File: src/rtl/spq_pkg.sv
// Shared types and codes for the sorted priority queue.
`default_nettype none

package spq_pkg;

    localparam logic [1:0] KIND_APPEND = 2'd0;
    localparam logic [1:0] KIND_INSERT = 2'd1;
    localparam logic [1:0] KIND_POP    = 2'd2;

    localparam logic [1:0] ST_OK    = 2'd0;
    localparam logic [1:0] ST_FULL  = 2'd1;
    localparam logic [1:0] ST_EMPTY = 2'd2;

    typedef struct packed {
        logic [1:0]  kind;
        logic [15:0] tag;
        logic [30:0] total_size;
        logic [30:0] done_size;
    } spq_req_t;

    typedef struct packed {
        logic [1:0]  status;
        logic [15:0] out_tag;
        logic [30:0] out_total;
        logic [30:0] out_done;
        logic [4:0]  occupancy;
    } spq_rsp_t;

    typedef struct packed {
        logic [15:0] tag;
        logic [30:0] total;
        logic [30:0] done;
    } spq_entry_t;

    typedef struct packed {
        logic accept;
        logic search_step;
        logic shift_step;
        logic write_entry;
        logic pop_read;
        logic load_out;
    } spq_cmd_t;

    typedef struct packed {
        logic full;
        logic empty;
        logic search_end;
        logic shift_done;
        logic out_free;
    } spq_stat_t;

endpackage

`default_nettype wire

File: src/rtl/sorted_priority_queue.sv
// Top level of the sorted priority queue: controller, datapath and checks.
//
// The request channel (req_valid, req_stall, req) carries one word per
// operation: append at the tail, insert ordered by remaining size
// (total minus done), or pop the head. The response channel (rsp_valid,
// rsp_stall, rsp) returns exactly one word per request with a status code,
// the popped entry's fields (zero unless a pop succeeded) and the occupancy
// after the operation.
// One request is worked on at a time; req_stall is high from acceptance
// until its response word has been loaded into the output register.
// After acceptance an append passes through S_WRITE and a pop through S_POP
// before S_DONE loads the response word; a rejected or unused operation goes
// straight to S_DONE. An ordered insert into a non-empty queue first searches
// for its place, then shifts the entries from there one place toward the tail,
// then writes in S_WRITE. The next request can be taken once the controller is
// back in S_IDLE after the load. The search and the shift walk the entry memory
// one entry per cycle through its single read and single write port.
// Reset clears count and head at once; the entry memory is left as it is.
// A stalled response word stays in the output register unchanged; the block
// takes and works the next request meanwhile but holds that one's result in S_DONE until it frees.
`default_nettype none

module sorted_priority_queue
    import spq_pkg::*;
#(
    parameter int QUEUE_DEPTH = 16
) (
    input  wire logic     clk,
    input  wire logic     rst_n,
    input  wire logic     req_valid,
    output logic          req_stall,
    input  wire spq_req_t req,
    output logic          rsp_valid,
    input  wire logic     rsp_stall,
    output spq_rsp_t      rsp
);

    spq_cmd_t  cmd;
    spq_stat_t stat;

    // Sequencing lives in the controller; storage and arithmetic in the datapath.
    spq_controller u_ctrl (
        .clk       (clk),
        .rst_n     (rst_n),
        .req_valid (req_valid),
        .req_kind  (req.kind),
        .stat      (stat),
        .cmd       (cmd),
        .req_stall (req_stall)
    );

    spq_datapath #(
        .QUEUE_DEPTH (QUEUE_DEPTH)
    ) u_dp (
        .clk       (clk),
        .rst_n     (rst_n),
        .req       (req),
        .cmd       (cmd),
        .stat      (stat),
        .rsp       (rsp),
        .rsp_valid (rsp_valid),
        .rsp_stall (rsp_stall)
    );

    // An accepted request keeps the request side closed in the next cycle.
    assert property (@(posedge clk) disable iff (!rst_n)
        (req_valid && !req_stall) |=> req_stall)
        else $error("request side open right after an accepted word");

    // The output register is loaded only when it is free.
    assert property (@(posedge clk) disable iff (!rst_n)
        cmd.load_out |-> (!rsp_valid || !rsp_stall))
        else $error("response word overwritten while stalled");

    // A rejected operation returns zero entry fields.
    assert property (@(posedge clk) disable iff (!rst_n)
        (rsp_valid && rsp.status != ST_OK) |->
            (rsp.out_tag == 16'd0 && rsp.out_total == 31'd0 && rsp.out_done == 31'd0))
        else $error("entry fields nonzero on a rejected operation");

    // An empty-queue pop reports zero occupancy; a full-queue push reports the depth.
    assert property (@(posedge clk) disable iff (!rst_n)
        (rsp_valid && rsp.status == ST_EMPTY) |-> (rsp.occupancy == 5'd0))
        else $error("empty status with nonzero occupancy");

    assert property (@(posedge clk) disable iff (!rst_n)
        (rsp_valid && rsp.status == ST_FULL) |-> (rsp.occupancy == 5'(QUEUE_DEPTH)))
        else $error("full status with occupancy other than the depth");

endmodule

`default_nettype wire

File: src/rtl/spq_datapath.sv
// Datapath of the sorted priority queue: entry memory, pointers, compare and output register.
`default_nettype none

module spq_datapath
    import spq_pkg::*;
#(
    parameter int QUEUE_DEPTH = 16
) (
    input  wire logic      clk,
    input  wire logic      rst_n,
    input  wire spq_req_t  req,
    input  wire spq_cmd_t  cmd,
    output spq_stat_t      stat,
    output spq_rsp_t       rsp,
    output logic           rsp_valid,
    input  wire logic      rsp_stall
);

    localparam int IDX_W = $clog2(QUEUE_DEPTH);
    localparam int CNT_W = $clog2(QUEUE_DEPTH + 1);
    localparam logic [IDX_W:0] DEPTH_W = (IDX_W + 1)'(QUEUE_DEPTH);
    localparam logic [CNT_W-1:0] DEPTH_C = CNT_W'(QUEUE_DEPTH);

    // Logical position (from the head) to memory address, wrapping at the depth.
    function automatic logic [IDX_W-1:0] phys(input logic [IDX_W-1:0] base,
                                             input logic [IDX_W-1:0] offs);
        logic [IDX_W:0] sum;
        sum = {1'b0, base} + {1'b0, offs};
        if (sum >= DEPTH_W) begin
            sum = sum - DEPTH_W;
        end
        return sum[IDX_W-1:0];
    endfunction

    spq_entry_t mem [QUEUE_DEPTH];

    spq_entry_t        rd_data_reg;
    logic              rd_valid_reg, rd_valid_next;
    logic [IDX_W-1:0]  idx_reg, idx_next;
    logic [IDX_W-1:0]  cidx_reg, cidx_next;
    logic [IDX_W-1:0]  pos_reg, pos_next;
    logic              issue_reg, issue_next;
    logic [IDX_W-1:0]  head_reg, head_next;
    logic [CNT_W-1:0]  count_reg, count_next;
    spq_req_t          item_reg, item_next;
    logic [1:0]        status_reg, status_next;
    logic              pop_reg, pop_next;
    spq_rsp_t          rsp_reg, rsp_next;
    logic              rsp_valid_reg, rsp_valid_next;

    logic              mem_we, mem_re;
    logic [IDX_W-1:0]  mem_waddr, mem_raddr;
    spq_entry_t        mem_wdata;

    logic signed [31:0] want, rem;
    logic               found, last;
    logic [CNT_W+4:0]   occ_wide;

    assign want  = $signed({1'b0, item_reg.total_size}) - $signed({1'b0, item_reg.done_size});
    assign rem   = $signed({1'b0, rd_data_reg.total}) - $signed({1'b0, rd_data_reg.done});
    // The head is passed when not larger; later entries only when strictly smaller.
    assign found = rd_valid_reg && ((cidx_reg == '0) ? (want < rem) : (rem >= want));
    assign last  = rd_valid_reg && ((CNT_W'(cidx_reg) + CNT_W'(1)) == count_reg);
    assign occ_wide = (CNT_W + 5)'(count_reg);

    assign stat.full       = (count_reg >= DEPTH_C);
    assign stat.empty      = (count_reg == '0);
    assign stat.search_end = found || last;
    assign stat.shift_done = !issue_reg && !rd_valid_reg;
    assign stat.out_free   = !rsp_valid_reg || !rsp_stall;

    assign rsp       = rsp_reg;
    assign rsp_valid = rsp_valid_reg;

    always_comb
    begin
        logic [IDX_W-1:0] pos_v;
        pos_v          = found ? cidx_reg : count_reg[IDX_W-1:0];
        rd_valid_next  = rd_valid_reg;
        idx_next       = idx_reg;
        cidx_next      = cidx_reg;
        pos_next       = pos_reg;
        issue_next     = issue_reg;
        head_next      = head_reg;
        count_next     = count_reg;
        item_next      = item_reg;
        status_next    = status_reg;
        pop_next       = pop_reg;
        rsp_next       = rsp_reg;
        rsp_valid_next = rsp_valid_reg;
        mem_we         = 1'b0;
        mem_waddr      = phys(head_reg, pos_reg);
        mem_wdata      = '{tag: item_reg.tag, total: item_reg.total_size,
                           done: item_reg.done_size};
        mem_re         = 1'b0;
        mem_raddr      = phys(head_reg, idx_reg);

        if (cmd.accept)
        begin
            item_next     = req;
            pop_next      = 1'b0;
            pos_next      = count_reg[IDX_W-1:0];
            idx_next      = '0;
            rd_valid_next = 1'b0;
            priority if ((req.kind == KIND_APPEND || req.kind == KIND_INSERT) && stat.full)
            begin
                status_next = ST_FULL;
            end
            else if (req.kind == KIND_POP && stat.empty)
            begin
                status_next = ST_EMPTY;
            end
            else
            begin
                status_next = ST_OK;
            end
        end

        if (cmd.search_step)
        begin
            if (stat.search_end)
            begin
                pos_next      = pos_v;
                idx_next      = IDX_W'(count_reg - CNT_W'(1));
                issue_next    = (count_reg > CNT_W'(pos_v));
                rd_valid_next = 1'b0;
            end
            else if (CNT_W'(idx_reg) < count_reg)
            begin
                mem_re        = 1'b1;
                rd_valid_next = 1'b1;
                cidx_next     = idx_reg;
                idx_next      = idx_reg + IDX_W'(1);
            end
            else
            begin
                rd_valid_next = 1'b0;
            end
        end

        if (cmd.shift_step)
        begin
            // Read one entry toward the head while writing the previous one a place up.
            if (rd_valid_reg)
            begin
                mem_we    = 1'b1;
                mem_waddr = phys(head_reg, cidx_reg + IDX_W'(1));
                mem_wdata = rd_data_reg;
            end
            if (issue_reg)
            begin
                mem_re        = 1'b1;
                rd_valid_next = 1'b1;
                cidx_next     = idx_reg;
                if (idx_reg == pos_reg)
                begin
                    issue_next = 1'b0;
                end
                else
                begin
                    idx_next = idx_reg - IDX_W'(1);
                end
            end
            else
            begin
                rd_valid_next = 1'b0;
            end
        end

        if (cmd.write_entry)
        begin
            mem_we     = 1'b1;
            count_next = count_reg + CNT_W'(1);
        end

        if (cmd.pop_read)
        begin
            mem_re     = 1'b1;
            mem_raddr  = head_reg;
            head_next  = phys(head_reg, IDX_W'(1));
            count_next = count_reg - CNT_W'(1);
            pop_next   = 1'b1;
        end

        if (cmd.load_out)
        begin
            rsp_next.status    = status_reg;
            rsp_next.out_tag   = pop_reg ? rd_data_reg.tag : 16'd0;
            rsp_next.out_total = pop_reg ? rd_data_reg.total : 31'd0;
            rsp_next.out_done  = pop_reg ? rd_data_reg.done : 31'd0;
            rsp_next.occupancy = occ_wide[4:0];
            rsp_valid_next     = 1'b1;
        end
        else if (!rsp_stall)
        begin
            rsp_valid_next = 1'b0;
        end
    end

    always_ff @(posedge clk)
    begin
        if (mem_we)
        begin
            mem[mem_waddr] <= mem_wdata;
        end
        if (mem_re)
        begin
            rd_data_reg <= mem[mem_raddr];
        end
    end

    always_ff @(posedge clk or negedge rst_n)
    begin
        if (!rst_n)
        begin
            rd_valid_reg  <= 1'b0;
            issue_reg     <= 1'b0;
            head_reg      <= '0;
            count_reg     <= '0;
            rsp_valid_reg <= 1'b0;
        end
        else
        begin
            rd_valid_reg  <= rd_valid_next;
            issue_reg     <= issue_next;
            head_reg      <= head_next;
            count_reg     <= count_next;
            rsp_valid_reg <= rsp_valid_next;
        end
    end

    always_ff @(posedge clk)
    begin
        idx_reg    <= idx_next;
        cidx_reg   <= cidx_next;
        pos_reg    <= pos_next;
        item_reg   <= item_next;
        status_reg <= status_next;
        pop_reg    <= pop_next;
        rsp_reg    <= rsp_next;
    end

endmodule

`default_nettype wire

File: src/rtl/spq_controller.sv
// Controller state machine of the sorted priority queue.
`default_nettype none

module spq_controller
    import spq_pkg::*;
(
    input  wire logic       clk,
    input  wire logic       rst_n,
    input  wire logic       req_valid,
    input  wire logic [1:0] req_kind,
    input  wire spq_stat_t  stat,
    output spq_cmd_t        cmd,
    output logic            req_stall
);

    typedef enum logic [5:0] {
        S_IDLE   = 6'b000001,
        S_SEARCH = 6'b000010,
        S_SHIFT  = 6'b000100,
        S_WRITE  = 6'b001000,
        S_POP    = 6'b010000,
        S_DONE   = 6'b100000
    } spq_state_t;

    spq_state_t state_reg, state_next;

    assign req_stall       = (state_reg != S_IDLE);
    assign cmd.accept      = (state_reg == S_IDLE) && req_valid;
    assign cmd.search_step = (state_reg == S_SEARCH);
    assign cmd.shift_step  = (state_reg == S_SHIFT);
    assign cmd.write_entry = (state_reg == S_WRITE);
    assign cmd.pop_read    = (state_reg == S_POP);
    assign cmd.load_out    = (state_reg == S_DONE) && stat.out_free;

    always_comb
    begin
        state_next = state_reg;
        unique case (state_reg)
            S_IDLE:
            begin
                if (req_valid)
                begin
                    unique case (req_kind)
                        KIND_APPEND, KIND_INSERT:
                        begin
                            priority if (stat.full)
                                state_next = S_DONE;
                            else if (req_kind == KIND_APPEND || stat.empty)
                                state_next = S_WRITE;
                            else
                                state_next = S_SEARCH;
                        end
                        KIND_POP:
                            state_next = stat.empty ? S_DONE : S_POP;
                        default:
                            state_next = S_DONE;
                    endcase
                end
            end
            S_SEARCH:
            begin
                if (stat.search_end)
                    state_next = S_SHIFT;
            end
            S_SHIFT:
            begin
                if (stat.shift_done)
                    state_next = S_WRITE;
            end
            S_WRITE:
                state_next = S_DONE;
            S_POP:
                state_next = S_DONE;
            S_DONE:
            begin
                if (stat.out_free)
                    state_next = S_IDLE;
            end
            default:
                state_next = S_IDLE;
        endcase
    end

    always_ff @(posedge clk or negedge rst_n)
    begin
        if (!rst_n)
            state_reg <= S_IDLE;
        else
            state_reg <= state_next;
    end

endmodule

`default_nettype wire
File: config.mk
export PLATFORM = sky130hd
export DESIGN_NAME = sorted_priority_queue
export DESIGN_NICKNAME = d
export VERILOG_FILES = /design/src/rtl/spq_pkg.sv /design/src/rtl/sorted_priority_queue.sv /design/src/rtl/spq_datapath.sv /design/src/rtl/spq_controller.sv
export SDC_FILE = /design/constraint.sdc
export NUM_CORES = 2
export LEC_CHECK = 0
export ABC_CLOCK_PERIOD_IN_PS = 8500
export BUFFER_PORTS_ARGS = -buffer_cell sky130_fd_sc_hd__buf_2
export CAP_MARGIN = 10
export CORE_MARGIN = 3
export CORE_UTILIZATION = 35
export DETAILED_ROUTE_END_ITERATION = 6
export MAX_ROUTING_LAYER = met4
export PLACE_DENSITY_LB_ADDON = 0.12
export RECOVER_POWER = 50
export REMOVE_ABC_BUFFERS = 1
export SKIP_LAST_GASP = 1
export SYNTH_ARGS = -nofsm -noshare
export SYNTH_HDL_FRONTEND = slang
export SYNTH_SLANG_ARGS = --single-unit
File: constraint.sdc
create_clock -name clk -period 8.5 [get_ports clk]
set_input_delay 0.85 -clock clk [delete_from_list [all_inputs] [get_ports clk]]
set_output_delay 0.85 -clock clk [all_outputs]
set_load 0.1 [all_outputs]
# Word-level counts from Yosys, hierarchy flattened
# Memory sizes are Yosys's and may differ from the RTL's. A register that Yosys moved wholly into a read port is not among the register bits.
# Index checks and enable logic that the tools add are counted.
[op_classes]
n_addsub = 16
magnitude_cmp = 9
eq_ne = 16
n_mux = 60
n_reduce_logical = 23
[op_table]
columns = ["cell", "n"]
rows = [
  ["2-to-1 mux 78 bit", 2],
  ["2-to-1 mux 4 bit", 24],
  ["subtractor 31 x 31 -> 32 bit", 2],
  ["2-to-1 mux 6 bit", 6],
  ["greater-or-equal comparator 32 bit", 1],
  ["< comparator 32 bit", 1],
  ["one-hot mux 6 bit (5 select lines)", 1],
  ["greater-or-equal comparator 5 bit, second input constant", 5],
  ["2-to-1 mux 1 bit", 23],
  ["subtractor 4 x 1 -> 4 bit, second input constant", 5],
  ["adder 4 x 4 -> 5 bit", 3],
  ["one-hot mux 6 bit (2 select lines)", 1],
  ["adder 4 x 1 -> 5 bit, second input constant", 2],
  ["2-to-1 mux 5 bit", 2],
  ["adder 4 x 1 -> 4 bit, second input constant", 2],
  ["!= test 2 x 1 -> 1 bit, second input constant", 4],
  ["logical AND 1 bit", 7],
  ["== test 6 x 1 -> 1 bit, second input constant", 1],
  ["== test 6 x 2 -> 1 bit, second input constant", 1],
  ["== test 6 x 3 -> 1 bit, second input constant", 1],
  ["== test 6 x 4 -> 1 bit, second input constant", 1],
  ["== test 6 x 5 -> 1 bit, second input constant", 1],
  ["== test 6 bit, second input constant", 1],
  ["!= test 6 x 1 -> 1 bit, second input constant", 1],
  ["19 further kinds", 26],
]
[totals]
reg_bits = 196
ramBits = 1248
input_bits = 84
elab_cells = 144
n_memories = 1
[mem_list]
columns = ["name", "depth", "width", "read_ports", "rd_ports_with_merged_regs", "write_ports", "line_no", "source"]
rows = [
  ["u_dp.mem", 16, 78, 1, 1, 1, "spq_datapath.sv:35", "spq_entry_t mem [QUEUE_DEPTH];"],
]

# Depth between registers and ports, before layout
[depth]
word_depth = 11
mapped_depth = 30

# Hierarchy
# Synthesis repeated with hierarchy kept, for this count alone.
[unflattened]
cells_unflattened = 3070
area_unflattened_um2 = 61958.2
[modules_own_cells]
columns = ["module", "n_inst", "cells_each", "area_per_inst_um2", "seq_area_each_um2"]
rows = [
  ["spq_datapath", 1, 3026, 61546.5, 45333.5],
  ["spq_controller", 1, 44, 411.6, 151.4],
]

# Worst setup path after synthesis
# No wires, ideal clock.
[synth_path]
path_type = "flip-flop to flip-flop"
startpoint = "register, netlist name u_dp.rd_data_reg[35]"
endpoint = "register, netlist name u_dp.rd_data_reg[0]"
setup_ps = 449
arrival_ps = 6314
t_required_ps = 8051
setup_slack_ps = 1737
stages_incl_launch_ff = 21
synth_period_minus_slack_ps = 6763
path_cell_list = "edfxtp_1 -> ha_1 -> a21o_1 -> or3_1 -> o2111ai_2 -> a31oi_1 -> o32ai_2 -> o21ai_2 -> o31ai_4 -> o21a_1 -> o21ai_0 -> ha_1 -> nand4_1 -> or2_1 -> nor4_1 -> o31ai_1 -> a21o_1 -> a31oi_4 -> nand2_2 -> o21ai_4 -> nand2b_1"
[synth_via]
elab_chain_len = 10
[synth_lines]
columns = ["element", "line_no", "source"]
rows = [
  ["subtractor 31 x 31 -> 32 bit *", "spq_datapath.sv:60", "assign rem = $signed({1'b0, rd_data_reg.total}) - $signed({1'b0, rd_data_reg.done});"],
  ["greater-or-equal comparator 32 bit or < comparator 32 bit (tied branches)", "spq_datapath.sv:62", "assign found = rd_valid_reg && ((cidx_reg == '0) ? (want < rem) : (rem >= want));"],
  ["2-to-1 mux 1 bit *", "spq_datapath.sv:62", ""],
  ["logical AND 1 bit *", "spq_datapath.sv:62", ""],
  ["logical OR 1 bit *", "spq_datapath.sv:68", "assign stat.search_end = found || last;"],
  ["2-to-1 mux 1 bit *", "spq_datapath.sv:121", "if (stat.search_end)"],
  ["2-to-1 mux 1 bit *", "spq_datapath.sv:119", "if (cmd.search_step)"],
  ["2-to-1 mux 1 bit", "spq_datapath.sv:150", "if (issue_reg)"],
  ["2-to-1 mux 1 bit *", "spq_datapath.sv:141", "if (cmd.shift_step)"],
  ["2-to-1 mux 1 bit *", "spq_datapath.sv:176", "if (cmd.pop_read)"],
  ["named net u_dp.mem_re", "spq_datapath.sv:51", "logic mem_we, mem_re;"],
]
# Mark *: on every way through the listed nets, which the timed path passes. The rest lies on a longest branch.
# A chain may end at the register's enable or synchronous reset.

==> run_results.csv <==
group,metric,value,unit
placed_design,gpl.final_weighted_congestion,0.865,
synthesis,synth_top_area_cell,"sky130_fd_sc_hd__edfxtp_1",
detailed_routing,routed_length_per_instance,25.6,µm
pwr,p_per_cell_area,341,mW/mm²
global_routing,initial_antenna_violation_count,16,
critical_path,cp_max_fo,61,
synthesis,synth.lib_cells_used.distinct,84,
status,violations_in_the_final_reports,"capacitance limit, slew limit",
timing,max_slew_violation_total_from_the_final_report,656,
timing,post_route_worst_setup_slack,1.24,ns
synthesis,syn-cell-area,0.0640,mm²
placed_design,final_hpwl_from_detailed_placement,100000,µm
finish,drive_gt1_frac,0.0715,
synthesis,async_flop_share,0.0118,
synthesis,synth_compound_area_frac,0.123,
placed_design,post-place-cells,7012,
synthesis,netlist.area_leader.share,0.700,
critical_path,timing.setup.critical_path_class,"flop to flop",
cts,cts_tree,"built",
cts,resized_cells_post_cts,0,
critical_path,worstSetupEndpointType,"flop",
timing,final.min_clock_period,7.26,ns
timing,holdWs,0.223,ns
finish,fillCellCount,16900,
critical_path,startpoint_type,"flop",
synthesis,dominant_register_cell_in_the_synthesized_netlist,"sky130_fd_sc_hd__edfxtp_1",
timing,final-hold-violation-count,0,
finish,seq_area,0.0455,mm²
cts,post_cts.repair.setup_buffers,0,
die,die_height,434,µm
die,design.die.area,0.188,mm²
finish,multiInputGateArea,0.0170,mm²
synthesis,synth_area_in_xor_xnor,0.0108,
die,std_cell_rows,156,
timing,finalCritPeriodShare,0.854,
timing,setup_repair_after_global_routing_missed_its_margin,"false",
synthesis,yosysMostFrequentCell,"sky130_fd_sc_hd__edfxtp_1",
detailed_routing,routed-wl-met3,6950,µm
die,floorplan.die.width,434,µm
synthesis,synth.cells.most_frequent,"1491 x sky130_fd_sc_hd__edfxtp_1, 861 x sky130_fd_sc_hd__nand2_1, 400 x sky130_fd_sc_hd__a211oi_1, 385 x sky130_fd_sc_hd__and2_1, 230 x sky130_fd_sc_hd__a21oi_1",
global_routing,grt_first_pass_wirelength,271000,µm
detailed_routing,m1_wire_length,85500,µm
cts,clk_pin_slew_worst_paths,0.06,ns
critical_path,timing.reg2reg.worst_path_depth,5,
detailed_routing,routed_wl,188000,µm
critical_path,critPathRequiredTime,8.70,ns
synthesis,post_synth_mux_area_share,0.00227,
pwr,overall_power_after_layout,24.7,mW
finish,design.final.nets,5024,
synthesis,synth_enable_flop_cells,1491,
pwr,p_leak,23.8,nW
detailed_routing,drt_first_pass_iters,7,
synthesis,synth_area_in_simple_gates,0.104,
hold_path,hold-path-cell-count,1,
die,start_util,0.353,
critical_path,worstPathArrival,7.46,ns
status,run_status,"complete, but fails checks",
flow_run,drv_cap,12,
detailed_routing,drt_iter0_drc,3021,
synthesis,synth_adder_area_share,0.0244,
detailed_routing,detail-route-antenna-nets,0,
detailed_routing,vias_per_cell,5.29,
detailed_routing,routed.top_layer,"met4",
cts,cts.path.max_buffers,3,
synthesis,gate_count_post_synth,4687,
timing,finalClockSkew,0.0311,ns
hold_path,worstHoldStart,"req[67]",
pwr,vdd_drop_max,0.371,mV
hold_path,hold-path-endpoint,"u_dp.item_reg[67]",
cts,cts_sinks,1522,
hold_path,worst_hold_path_type,"input port to flop",
cts,cts_max_level,4,
critical_path,regToRegStartpoint,"u_ctrl.state_reg[5]",
detailed_routing,dr_wl_met2,90600,µm
cts,clk-insertion-delay-late,0.80,ns
finish,area_growth_syn_to_layout,13.3,%
finish,final_cells,7327,
timing,maxSlewHeadroom,-1.63,
synthesis,synth_warnings,0,
synthesis,dominant_combinational_cell_family_by_area_after_synthesis,"compound AO/OA/AOI/OAI gates",
timing,setup_viol,0,
timing,worst_slew_pin_slew,3.95,ns
global_routing,grt_pass1_vias,38200,
cts,number_of_buffers_inserted_during_clock_tree_synthesis,168,
finish,largest_register_ff_count,1248,
global_routing,maximum_number_of_pins_on_one_net_before_global_route_repair,183,
synthesis,post_synth_main_area_contributors,"sky130_fd_sc_hd__edfxtp_1 70%, sky130_fd_sc_hd__nand2_1 5.0%, sky130_fd_sc_hd__a211oi_1 4.7%",
global_routing,grt_remaining_overflow,0,
detailed_routing,routed-via-count,38800,
critical_path,regToRegEndpoint,"u_dp.mem[6][13]",
cts,cts_root_buffer,"sky130_fd_sc_hd__clkbuf_16",
synthesis,synth_sequential_area_ratio,0.711,
critical_path,timing.reg2reg.setup_slack,1.24,ns
die,core,0.181,mm²
detailed_routing,remaining_drc_errors,0,
synthesis,postSynthAreaPerCell,13.7,µm²
die,io_pins,171,
timing,max_clock_freq,138,MHz
synthesis,synth.ff_latch_count,1522,
placed_design,port_buffers,170,
placed_design,placement.setup.worst_slack,1.30,ns
global_routing,groute.usage.overall,0.203,
[critical path, cell delays in order, from the launching register on]
cell and delay [ns]:
sky130_fd_sc_hd__dfrtp_1 0.43, sky130_fd_sc_hd__or4_1 0.58, sky130_fd_sc_hd__nor3b_1 0.92, sky130_fd_sc_hd__and2_4 0.84, sky130_fd_sc_hd__clkbuf_1 2.58, sky130_fd_sc_hd__o21ai_1 1.26
[how the worst max path moves through the flow]
stage | start | to | slack, ns | cells after the start
global route | u_ctrl.state_reg[2] | u_dp.rd_data_reg[39] | 0.77 | 10
floorplan | u_ctrl.state_reg[2] | u_dp.rd_data_reg[0] | -18.06 | 6
finish | u_ctrl.state_reg[5] | u_dp.mem[6][13] | 1.24 | 5
detailed placement | u_dp.rd_data_reg[31] | u_dp.rd_data_reg[57] | 1.30 | 24
global placement | u_dp.rd_data_reg[31] | u_dp.rd_data_reg[58] | 1.33 | 24
CTS | u_dp.rd_data_reg[31] | u_dp.rd_data_reg[27] | 1.25 | 24
[report_power, final]
group | switching (mW) | total [mW] | internal, mW | leakage [nW]
Sequential | 0.259 | 9.39 | 9.13 | 13.8
Combinational | 5.81 | 8.44 | 2.63 | 7.46
Clock | 2.94 | 6.90 | 3.97 | 2.51
[cell families after synthesis]
group                      count (synthesis)
DFF                                     1522
and+or+nand+nor                         1422
AOI/OAI and AO/OA                       1133
buffers and inverters                    395
adders and majority gates                122
xor gates and xnor gates                  79
muxes                                     14
[cells in the final DEF (no fill, tap or decap), drive strengths merged, types with 14 or more instances in the layout]
master | Yosys | layout
xnor2 | 47 | 47
a31oi | 165 | 165
ha | 117 | 117
clkbuf | 205 | 380
a211oi | 400 | 400
a21oi | 230 | 230
xor2 | 32 | 32
inv | 97 | 99
nand2 | 862 | 862
o21ai | 75 | 75
nor2 | 49 | 49
clkinv | 1 | 72
buf | 92 | 99
nand4 | 14 | 14
nor3 | 18 | 18
edfxtp | 1491 | 1491
and2 | 395 | 395
nand2b | 16 | 16
nand3 | 18 | 18
a21o | 37 | 37
a311oi | 157 | 157
dfrtp | 17 | 17
[layout make-up]
type                            count  area share
Multi-Input combinational cell   2770       0.235
Tap cell                         2370      0.0409
Sequential cell                  1522       0.627
Clock inverter                     82     0.00771
Clock buffer                      222      0.0634
Antenna cell                        5    0.000173
Inverter                           98     0.00509
Timing Repair Buffer              258      0.0205
[routing by layer]
| metal | vias to the layer above | track usage |
|---|---|---|
| met5 | - | - |
| met4 | 0 | 0.0553 |
| met3 | 239 | 0.0262 |
| met2 | 779 | 0.327 |
| met1 | 19700 | 0.271 |
| li1 | 18000 | - |
[stage by stage]
stage / TNS, ns / cell area, µm² / util
CTS: 0 / 72800 / 0.402
finish: 0 / 72500 / 0.400
detailed placement: 0 / 67700 / 0.373
floorplan: -1408.69 / 62700 / -
global route: 0 / 72500 / 0.400
global placement: 0 / 67700 / 0.373
[timing repair]
action | 4_1_cts | 5_1_grt
hold buffers | 1 | 0
setup endpoints to repair | 0 | 0
hold endpoints to repair | 17 | 0
Note: power is estimated with default switching activity, not from simulation.
